[src/rtl/dlfc_pkg.sv]
`timescale 1ns / 1ps

package dlfc_pkg;

	// field limits
	localparam int MaxFieldsDefault = 8;

	// characters with a fixed meaning
	localparam logic [7:0] CH_NEWLINE = 8'h0A;
	localparam logic [7:0] CH_COMMENT = 8'h23;
	localparam logic [7:0] CH_SPACE = 8'h20;
	localparam logic [7:0] CH_TAB = 8'h09;
	localparam logic [7:0] CH_CR = 8'h0D;

	// result status codes
	localparam logic [2:0] ST_OK = 3'd0;
	localparam logic [2:0] ST_LONG = 3'd1;
	localparam logic [2:0] ST_FEW = 3'd2;
	localparam logic [2:0] ST_MANY = 3'd3;
	localparam logic [2:0] ST_WIDE = 3'd4;

	// configuration register indexes
	localparam logic [1:0] REG_DELIMITER = 2'd0;
	localparam logic [1:0] REG_FIELD_COUNT = 2'd1;
	localparam logic [1:0] REG_BUFFER_SIZE = 2'd2;
	localparam logic [1:0] REG_FIELD_WIDTHS = 2'd3;

	// reset values of the registers
	localparam logic [7:0] DELIMITER_RESET = 8'd59;
	localparam logic [3:0] FIELD_COUNT_RESET = 4'd3;
	localparam logic [15:0] BUFFER_SIZE_RESET = 16'd256;
	localparam logic [63:0] FIELD_WIDTHS_RESET = '1;

	localparam logic [23:0] LINES_MAX = 24'hFFFFFF;

	typedef struct packed {
		logic [7:0]  delimiter;
		logic [3:0]  field_count;
		logic [15:0] buf_size;
		logic [63:0] field_widths;
	} cfg_t;

	typedef struct packed {
		logic is_newline;
		logic is_comment;
		logic is_delim;
		logic is_space;
	} byte_class_t;

	typedef struct packed {
		logic [2:0]  status;
		logic [23:0] line_number;
		logic [3:0]  field_number;
	} result_t;

endpackage

[src/rtl/dlfc_line_state.sv]
`timescale 1ns / 1ps

module dlfc_line_state #(
	parameter int MAX_FIELDS = dlfc_pkg::MaxFieldsDefault
) (
	input  logic                  clk,
	input  logic                  arst_n,
	input  logic                  step,
	input  logic                  end_item,
	input  dlfc_pkg::byte_class_t cls,
	input  dlfc_pkg::cfg_t        cfg,
	output dlfc_pkg::result_t     result
);
	import dlfc_pkg::*;

	localparam logic [3:0] MaxF = 4'(MAX_FIELDS);

	logic [23:0] lines_q;
	logic [15:0] bytes_q;
	logic [3:0]  field_q;
	logic        comment_q;
	logic        content_q;
	logic        started_q;
	logic [7:0]  trim_q;
	logic [7:0]  spaces_q;
	logic [2:0]  lerr_q;
	logic [3:0]  lerr_field_q;
	logic [2:0]  ferr_q;
	logic [23:0] ferr_line_q;
	logic [3:0]  ferr_field_q;

	logic [3:0]  wanted;
	logic [7:0]  lim;
	logic [15:0] bytes_inc;
	logic [15:0] limit;
	logic [15:0] line_bytes;
	logic        terminated;
	logic        do_close_line;
	// close of the current field
	logic [2:0]  cf_err;
	logic [3:0]  cf_err_field;
	logic [3:0]  cf_field;
	// close of the current line
	logic [2:0]  cl_lerr;
	logic [2:0]  cl_err;
	logic [23:0] cl_lines;
	logic [2:0]  cl_ferr;
	logic [23:0] cl_ferr_line;
	logic [3:0]  cl_ferr_field;
	logic [8:0]  trim_sum;

	// field count capped at the field limit
	assign wanted = (cfg.field_count > MaxF) ? MaxF : cfg.field_count;

	// width limit of the current field
	always_comb begin
		lim = 8'hFF;
		for (int i = 0; i < MAX_FIELDS; i++) begin
			if (field_q == 4'(i)) lim = cfg.field_widths[i*8 +: 8];
		end
	end

	// closing a field checks its width or counts an extra field
	always_comb begin
		cf_err = lerr_q;
		cf_err_field = lerr_field_q;
		if (field_q < wanted) begin
			if (lim != 8'hFF && trim_q >= lim && lerr_q == ST_OK) begin
				cf_err = ST_WIDE;
				cf_err_field = field_q + 4'd1;
			end
		end else if (lerr_q == ST_OK) begin
			cf_err = ST_MANY;
		end
		cf_field = (field_q < 4'd15) ? field_q + 4'd1 : field_q;
	end

	assign bytes_inc = (bytes_q < 16'hFFFF) ? bytes_q + 16'd1 : bytes_q;
	assign limit = (cfg.buf_size > 16'd0) ? cfg.buf_size - 16'd1 : 16'd0;
	assign terminated = !end_item;
	assign line_bytes = end_item ? bytes_q : bytes_inc;
	assign do_close_line = end_item ? (bytes_q != 16'd0) : cls.is_newline;

	// closing a line folds in its last field and records the first error
	always_comb begin
		cl_lerr = lerr_q;
		if (content_q) begin
			cl_lerr = cf_err;
			if (cf_field < wanted && cf_err == ST_OK) cl_lerr = ST_FEW;
		end
		cl_lines = (lines_q < LINES_MAX) ? lines_q + 24'd1 : lines_q;
		cl_err = (!terminated || line_bytes > limit) ? ST_LONG : cl_lerr;
		cl_ferr = ferr_q;
		cl_ferr_line = ferr_line_q;
		cl_ferr_field = ferr_field_q;
		if (ferr_q == ST_OK && cl_err != ST_OK) begin
			cl_ferr = cl_err;
			cl_ferr_line = cl_lines;
			cl_ferr_field = (cl_err == ST_WIDE) ? (content_q ? cf_err_field : lerr_field_q)
				: 4'd0;
		end
	end

	// report at end of input
	always_comb begin
		logic [2:0]  e;
		logic [23:0] ln;
		logic [3:0]  fn;
		logic [23:0] tot;
		e = do_close_line ? cl_ferr : ferr_q;
		ln = do_close_line ? cl_ferr_line : ferr_line_q;
		fn = do_close_line ? cl_ferr_field : ferr_field_q;
		tot = do_close_line ? cl_lines : lines_q;
		if (e != ST_OK) begin
			result.status = e;
			result.line_number = ln;
			result.field_number = fn;
		end else begin
			result.status = ST_OK;
			result.line_number = tot;
			result.field_number = 4'd0;
		end
	end

	assign trim_sum = {1'b0, trim_q} + {1'b0, spaces_q} + 9'd1;

	// per-item state update
	always_ff @(posedge clk or negedge arst_n) begin
		if (!arst_n) begin
			lines_q <= '0;
			bytes_q <= '0;
			field_q <= '0;
			comment_q <= 1'b0;
			content_q <= 1'b0;
			started_q <= 1'b0;
			trim_q <= '0;
			spaces_q <= '0;
			lerr_q <= ST_OK;
			lerr_field_q <= '0;
			ferr_q <= ST_OK;
			ferr_line_q <= '0;
			ferr_field_q <= '0;
		end else if (step) begin
			if (end_item || cls.is_newline) begin
				// line ends: clear line state, then restart or keep totals
				bytes_q <= '0;
				field_q <= '0;
				comment_q <= 1'b0;
				content_q <= 1'b0;
				started_q <= 1'b0;
				trim_q <= '0;
				spaces_q <= '0;
				lerr_q <= ST_OK;
				lerr_field_q <= '0;
				if (end_item) begin
					lines_q <= '0;
					ferr_q <= ST_OK;
					ferr_line_q <= '0;
					ferr_field_q <= '0;
				end else begin
					lines_q <= cl_lines;
					ferr_q <= cl_ferr;
					ferr_line_q <= cl_ferr_line;
					ferr_field_q <= cl_ferr_field;
				end
			end else begin
				bytes_q <= bytes_inc;
				if (comment_q) begin
					// dropped
				end else if (cls.is_comment) begin
					comment_q <= 1'b1;
				end else begin
					content_q <= 1'b1;
					if (cls.is_delim) begin
						lerr_q <= cf_err;
						lerr_field_q <= cf_err_field;
						field_q <= cf_field;
						started_q <= 1'b0;
						trim_q <= '0;
						spaces_q <= '0;
					end else if (cls.is_space) begin
						if (started_q && spaces_q < 8'hFF) spaces_q <= spaces_q + 8'd1;
					end else begin
						if (started_q) begin
							trim_q <= trim_sum[8] ? 8'hFF : trim_sum[7:0];
						end else begin
							trim_q <= 8'd1;
							started_q <= 1'b1;
						end
						spaces_q <= '0;
					end
				end
			end
		end
	end

endmodule

[config.mk]
export PLATFORM = sky130hd
export DESIGN_NAME = dlfc_line_state
export DESIGN_NICKNAME = d
export VERILOG_FILES = /design/src/rtl/dlfc_pkg.sv /design/src/rtl/dlfc_line_state.sv
export SDC_FILE = /design/constraint.sdc
export NUM_CORES = 1
export LEC_CHECK = 0
export BUFFER_PORTS_ARGS = -buffer_cell sky130_fd_sc_hd__buf_2
export CAP_MARGIN = 20
export CORE_MARGIN = 5
export CORE_UTILIZATION = 30
export DETAILED_ROUTE_END_ITERATION = 12
export GPL_TIMING_DRIVEN = 0
export SYNTH_ARGS = -nofsm -noshare
export SYNTH_HDL_FRONTEND = slang
export SYNTH_SLANG_ARGS = --single-unit
[constraint.sdc]
create_clock -name clk -period 9.4 [get_ports clk]
set_input_delay 1.41 -clock clk [delete_from_list [all_inputs] [get_ports clk]]
set_output_delay 1.41 -clock clk [all_outputs]
set_load 0.02 [all_outputs]
==> summary.txt, run 1 <==
Timing
  – Final setup violation count: 0
  – Setup TNS: 0 ps
  – Final Hold Violating Endpoints: 0
  – Max-slew headroom: 0.4481
  – Period minus WS final: 7947 ps
  – Final period util: 0.8455
  – Clock skew: 11.40 ps
  – Slew @ Worst Pin: 816.3 ps
  – Final Slew Violations: 0
  – Fmax: 125.8 MHz
  – RSZ-0062 raised after global routing: false

Run status
  – Status: finished clean

Min path
  – Hold Crit Class: reg2reg
  – Hold path depth: 2

Detailed routing
  – Post-route ant nets: 0
  – Iter 0 DRT Violations: 613
  – Via count: 8755
  – Drc violations: 0
  – DR pass1 iterations: 8
  – Final wirelength: 27310 µm
  – Vias per cell: 5.358
  – Wirelength per Cell: 16.71 µm

Die
  – Num rows: between 60 and 70
  – Core area: 0.02847 mm²
  – DIE AREA: around 0.032 mm²
  – Die width: 179.2 µm
  – DIE HEIGHT: 179.2 µm
  – Initial Utilization: 0.3016
  – Io pins: 131

Global route
  – GRT Overall Usage: 0.1663
  – Largest net degree at the start of global routing: 55
  – First-pass GRT wire length: 43020 µm
  – Initial antenna violation count: 0
  – Remaining Overflow, GRT: 0
  – Vias in the first global route: 8172

Logic synthesis
  – Post-Syn Nets: roughly 1300
  – Yosys top cell by area: dfrtp_1
  – Synth area leaders: dfrtp_1 29%, nand2_1 7.7%, ha_1 6.8%, o21ai_0 5.7%, nor2_1 3.9%
  – Top cells by count, synth: 177 x nand2_1, 101 x dfrtp_1, 98 x o21ai_0
  – Top FF cell, synth: dfrtp_1
  – Register bit total from synthesis: 101
  – Syn Inst Count: 1111
  – Count leader, synth: nand2_1
  – Yosys cell types: 70
  – Syn avg cell area: 7.728 µm²
  – Post-synthesis sequential area ratio: 0.2944
  – Synth async-reset ratio: 1.000
  – Post-Syn Area: 0.008586 mm²
  – Post-synth EDFFs: 0
  – Yosys top cell area share: 0.2944
  – Synthesis warning total: 0

Setup path
  – Cells on worst reg2reg path: 19
  – CP required: around 8000 ps
  – CP startpoint kind: input pin
  – Worst EP arrival: about 6500 ps
  – Crit Path Class: in2out
  – Crit. End Element: output port
  – Max FO, Critical Path: 10

Clock network
  – CTS hold repair buffers: 0
  – Reg clk slew, reported paths: 70 ps
  – CTS resizes: 0
  – Clock latency on the worst-skew pair: approximately 360 ps
  – CTS root buf: clkbuf_16
  – Max clock buf depth: 2
  – CTS Buf Count: 9
  – Postcts setup bufs: 0
  – H-Tree Depth: 3
  – Number of clock sinks: 101
  – CTS tree: yes

Power and ir drop
  – Register share of total power: 0.366
  – Maximum vdd drop: ~0.0001 V
  – Clock group share of total power: 0.305
  – Lkg Pwr: 4.511 nW
  – Internal power: 881.7 µW
  – Comb pwr share: 0.330
  – Overall Power: 1.376 mW
  – Switching Fraction: 0.3592
  – Power Dens Cells: 137.1 mW/mm²
  – NetSw: 494.3 µW

Placed design
  – GPL Wtd Cong: slightly above 0.9
  – # port buffers: 122
  – Final HPWL DP: 20480 µm

Run
  – Max Cap Viol: 0

Finish
  – Fin nets: 1393
  – Fraction of layout instances using a drive strength above 1: 0.1352
  – Layout area overhead: 16.88%
  – ANT cells: 0
## registers in the layout (all words and copies together) (netlist names)
signal / flops
bytes_q: 16
lines_q: 24
lerr_field_q: 4
ferr_q: 3
comment_q: 1
trim_q: 8
lerr_q: 3
content_q: 1
spaces_q: 8
field_q: 4
ferr_field_q: 4
ferr_line_q: 24
started_q: 1
## worst paths after layout
kind / from / slack (ps) / end
max: cfg[69] / 1450 / result[2]
min: ferr_line_q[10] / 490 / ferr_line_q[10]
max reg2reg: bytes_q[0] / 3910 / ferr_field_q[3]
min reg2reg: ferr_line_q[10] / 490 / ferr_line_q[10]
max in group asynchronous: arst_n / 7580 / field_q[2]
min in group asynchronous: arst_n / 1100 / bytes_q[11]
## cell type report
class / count / area (µm²)
Clock buffer: 13 / 260.3
Fill cell: 3053 / 18440
Timing Repair Buffer: 123 / 640.6
Tap cell: 384 / 480.5
Buffer: 80 / 347.8
Clock inverter: 3 / 67.56
Sequential cell: 101 / 2527
Multi-Input combinational cell: 889 / 5557
Inverter: 41 / 153.9
## power by group through the flow
stage | Sequential (mW) | Clock [mW] | Combinational (mW)
finish | 0.503 | 0.419 | 0.454
CTS | 0.502 | 0.429 | 0.452
floorplan | 0.504 | 0 | 0.298
global route | 0.506 | 0.446 | 0.497
detailed placement | 0.510 | 0 | 0.449
global placement | 0.509 | 0 | 0.442
## critical path, cell delays in order
cell and delay (ps):
buf_2 110, nor4_1 370, nand2b_1 120, nor3b_1 710, nand3_1 220, clkbuf_1 260
nand2_1 120, ha_1 240, a21o_1 160, a21o_1 180, a21o_1 180, a2111oi_0 470
o211a_1 270, o21ai_0 270, o31ai_1 760, o21ai_0 160, a21oi_1 290, buf_2 230
## per-layer routing
layer | vias to the layer above | share of wire | GRT usage
met5 | - | 0 | 0
met4 | 0 | 0.014 | 0.03618
met3 | 33 | 0.076 | 0.03395
met2 | 310 | 0.46 | 0.2725
met1 | 4172 | 0.45 | 0.2270
li1 | 4240 | - | -
## cells by family (layout without fill, tap and decap cells)
group	after synthesis	after routing	synth area share
adders and majority gates	48	48	0.07082
DFF	101	101	0.2944
xor gates and xnor gates	69	69	0.07039
muxes	20	20	0.02361
AOI/OAI and AO/OA	300	300	0.2304
buffers and inverters	121	260	0.05844
and+or+nand+nor	452	452	0.2520
## cell usage in the layout, fill, tap and decap left out, drive strengths merged, types with 18 or more instances in the layout
master  instances
o21ai         101
nand3          31
mux2i          18
xor2           35
clkbuf         75
inv            41
xnor2          34
a21oi          50
nand2         177
and3           21
dfrtp         101
ha             47
nor2           90
nor2b          20
buf           141
nor3           30
nand4          24
## through the flow
stage                     hold slack (ps)  instance area [µm²]  cells  worst slack, ps    util
final                               487.8                10030   1634             1453  0.3525
after global placement              463.8                 9677   1617             1455  0.3399
after detailed placement            468.4                 9707   1618             1436  0.3410
after global routing                499.0                10030   1634            852.5  0.3525
after floorplan                     449.9                 8586   1111             2644       -
after CTS                           489.4                10030   1634             1392  0.3525
Power figures use the tool's default switching activity.
==> inputs of run 2 (changes only) <==
--- a/config.mk
+++ b/config.mk
@@ -5,6 +5,7 @@
 export SDC_FILE = /design/constraint.sdc
 export NUM_CORES = 1
 export LEC_CHECK = 0
+export ABC_AREA = 1
 export BUFFER_PORTS_ARGS = -buffer_cell sky130_fd_sc_hd__buf_2
 export CAP_MARGIN = 20
 export CORE_MARGIN = 5
==> constraint.sdc (replaced) <==
create_clock -name clk -period 7.98 [get_ports clk]
set_input_delay 1.197 -clock clk [delete_from_list [all_inputs] [get_ports clk]]
set_output_delay 1.197 -clock clk [all_outputs]
set_load 0.02 [all_outputs]
==> run 2 against run 1 <==
  * Area after synthesis rose by 6.4%
  * Flip-flop and latch count unchanged
  * Clock power increased by 22%
  * First-iteration DRC count increased by 7.2%
  * Register-to-register slack worse by 730 ps
  * Utilization is 0.19 points higher
  * Global-route usage is 0.54 points lower
  * Sequential share of layout area is 1.3 points lower
  * Sequential power up 13%
  * Clock skew is 3.9 ps higher
  * Routed wire length is 0.77% higher
  * Largest cell class unchanged
  * Largest power group is now combinational cells
==> summary.txt, run 2 <==
Timing
  – Final setup violation count: 0 (unchanged)
  – Final Slew Violations: 0 (unchanged)
  – Clock skew: 15.31 ps (+3.914 ps)
  – Final setup margin: 1219 ps (-233.3 ps)
  – Slew @ Worst Pin: 907.5 ps (+91.15 ps)
  – RSZ-0062 raised after global routing: false
  – Final Hold Violating Endpoints: 0 (unchanged)
  – Max-slew headroom: 0.3903 (-0.05776)
  – Period minus WS final: 6761 ps
  – Final period util: 0.8472
  – Setup TNS: 0 ps (unchanged)
  – Fmax: about 150 MHz

Logic synthesis
  – Top FF cell, synth: dfrtp_1
  – Top cells by count, synth: 372 x nand2_1, 195 x inv_1, 153 x nand3_1
  – Post-synth EDFFs: 0 (unchanged)
  – Synth area leaders: dfrtp_1 28%, nand2_1 15%, nand3_1 8.4%, inv_1 8.0%, ha_1 6.4%
  – Yosys cell types: 43 (-39%)
  – Post-Syn Nets: 1585 (+26%)
  – Yosys top cell by area: dfrtp_1
  – Post-Syn Area: 0.009131 mm² (+6.4%)
  – Syn avg cell area: 6.354 µm² (-18%)
  – Yosys top cell area share: 0.2768 (-0.01759)
  – Syn Inst Count: 1437 (+29%)
  – Register bit total from synthesis: 101 (unchanged)
  – Post-synthesis sequential area ratio: 0.2768 (-0.01759)
  – Synthesis warning total: 0 (unchanged)
  – Count leader, synth: nand2_1
  – Synth async-reset ratio: 1.000 (unchanged)

Setup path
  – Crit-path most repeated cell: nand2_1
  – CP required: 6780 ps (-1210 ps)
  – Crit path buf inv count: 4 (+1)
  – Crit Path Class: in2out
  – Worst EP arrival: 5560 ps (-980 ps)
  – Delay-heaviest family, CP: simple AND/OR/NAND/NOR gates
  – Crit. End Element: output port
  – CP startpoint kind: input pin
  – CP peak stage delay: 450 ps (-310 ps)
  – Slowest cell on the critical path: clkbuf_1
  – Max FO, Critical Path: 10 (unchanged)

Die
  – Io pins: 131 (unchanged)
  – DIE HEIGHT: 184.5 µm (+3.0%)
  – Die width: 184.5 µm (+3.0%)
  – Initial Utilization: 0.3056 (+0.004076)
  – Num rows: 63 (+1.6%)
  – DIE AREA: 0.03403 mm² (+6.0%)
  – Core area: 0.02987 mm² (+4.9%)

Clock network
  – CTS root buf: clkbuf_16
  – CTS tree: yes
  – Clock latency on the worst-skew pair: 370 ps (about the same)
  – Postcts setup bufs: 0 (unchanged)
  – H-Tree Depth: 3 (unchanged)
  – CTS resizes: 0 (unchanged)
  – Reg clk slew, reported paths: 60 ps (about the same)
  – CTS Buf Count: 9 (unchanged)
  – Max clock buf depth: 2 (unchanged)
  – CTS hold repair buffers: 0 (unchanged)
  – Number of clock sinks: 101 (unchanged)

Detailed routing
  – Vias per cell: 4.901 (-8.5%)
  – DR pass1 iterations: 5 (-3)
  – Via count: 9625 (+9.9%)
  – Final wirelength: 27520 µm (+0.77%)
  – Drc violations: 0 (unchanged)
  – Wirelength per Cell: 14.01 µm (-16%)
  – Iter 0 DRT Violations: 657 (+7.2%)
  – Post-route ant nets: 0 (unchanged)

Power and ir drop
  – Comb pwr share: 0.372 (+0.042)
  – Lkg Pwr: 5.298 nW (+17%)
  – Clock group share of total power: 0.298 (-0.007)
  – Internal power: 1.050 mW (+19%)
  – Maximum vdd drop: 0.0001243 V (+22%)
  – Power Dens Cells: 162.1 mW/mm² (+18%)
  – Switching Fraction: 0.3883 (+0.02907)
  – NetSw: 666.3 µW (+35%)
  – Register share of total power: 0.331 (-0.035)

Finish
  – Fin nets: 1718 (+23%)
  – Layout area overhead: 15.92%
  – Leading cell type in the layout, fill and taps excluded: nand2_1
  – Fillers: 3215 (+5.3%)
  – Reg area: 0.002527 mm² (unchanged)
  – Finished Cell Area: 0.01059 mm² (+5.5%)
  – Multi-input logic area: 0.005588 mm² (+0.56%)
  – ANT cells: 0 (unchanged)
  – Biggest regs: ferr_line_q (24), lines_q (24), bytes_q (16)
  – Fraction of layout instances using a drive strength above 1: 0.1194 (-0.01576)
  – Commonest cells after routing, fill and taps aside: 372 x nand2_1, 195 x inv_1, 153 x nand3_1

Placed design
  – # port buffers: 121 (-0.82%)
  – GPL Wtd Cong: 0.9136 (-1.0%)
  – Dpl ws: 1329 ps (-107.4 ps)
  – Final HPWL DP: 21610 µm (+5.5%)
  – DP Area: 0.01025 mm² (+5.6%)

Global route
  – Largest net degree at the start of global routing: 60 (+9.1%)
  – First-pass GRT wire length: 45550 µm (+5.9%)
  – Remaining Overflow, GRT: 0 (unchanged)
  – Initial antenna violation count: 0 (unchanged)
  – Vias in the first global route: 9477 (+16%)
  – GRT Overall Usage: 0.1609 (-0.005374)

Run
  – Max Cap Viol: 0 (unchanged)

Run status
  – Status: finished clean

Min path
  – Hold Crit Class: reg2reg
[run 2: cell types whose count changed after synthesis, sizes merged, moves of 15 or more]
cell | before | now
a21o | 16 | 0
and3 | 21 | 0
clkbuf | 62 | 33
inv | 41 | 200
mux2i | 18 | 0
nand2 | 177 | 381
nand3 | 31 | 158
nand4 | 24 | 44
nor2 | 90 | 136
nor2b | 20 | 0
o21ai | 101 | 116
o22ai | 8 | 34
o311ai | 16 | 0
xnor2 | 34 | 3
[run 2: stage by stage]
stage	util	total power, mW	hold slack (ps)	std cells
3_3_place_gp	0.3423	1.202	489.6	1948
3_5_place_dp	0.3433	1.215	509.9	1949
4_1_cts	0.3543	1.727	523.8	1964
5_1_grt	0.3543	1.836	540.4	1964
6_report	0.3543	1.716	518.5	1964
2_1_floorplan	-	1.002	472.0	1437
[run 2: cell families after synthesis]
| group | Yosys count | synth area share |
|---|---|---|
| AND/OR/NAND/NOR | 785 | 0.3846 |
| buffers and inverters | 255 | 0.1113 |
| AO/OA/AOI/OAI | 215 | 0.1291 |
| flip-flops | 101 | 0.2768 |
| adder cells (fa/ha/maj) | 48 | 0.06659 |
| XOR/XNOR | 33 | 0.03165 |
[run 2: layout make-up]
cell class,instances,share of cell area
inverters,202,0.07163
well taps,390,0.04610
plain buffers,53,0.02435
flip-flops and latches,101,0.2388
multi-input cells,1081,0.5279
clock buffers,11,0.02199
repair buffers,122,0.06005
clock inverters,4,0.009220
[run 2: metal layers]
metal,wire (µm),global-route usage,vias up
li1,-,-,4992
met4,646,0.05856,0
met5,0,0,-
met2,12190,0.2677,253
met3,1626,0.01993,36
met1,13050,0.2149,4344
[run 2: power by group through the flow]
stage          sequential (mW)  combinational (mW)  clock, mW
6_report                 0.567               0.638      0.511
5_1_grt                  0.572               0.722      0.542
4_1_cts                  0.567               0.640      0.520
3_5_place_dp             0.576               0.639          0
3_3_place_gp             0.576               0.626          0
2_1_floorplan            0.572               0.430          0
[run 2: worst paths after layout]
check / from / endpoint / slack, ps / cells after the start
max reg2reg: bytes_q[1] / ferr_line_q[12] / 3180 / 25
max: cfg[66] / result[9] / 1220 / 26
min in group asynchronous: arst_n / ferr_line_q[14] / 840 / 1
min reg2reg: comment_q / comment_q / 520 / 2
max in group asynchronous: arst_n / spaces_q[4] / 6410 / 2
min: comment_q / comment_q / 520 / 2
[run 2: worst min-delay path, stage by stage (launching register included)]
cell     delay [ps]
dfrtp_1         340
nor2_1           40
nor2_1           90
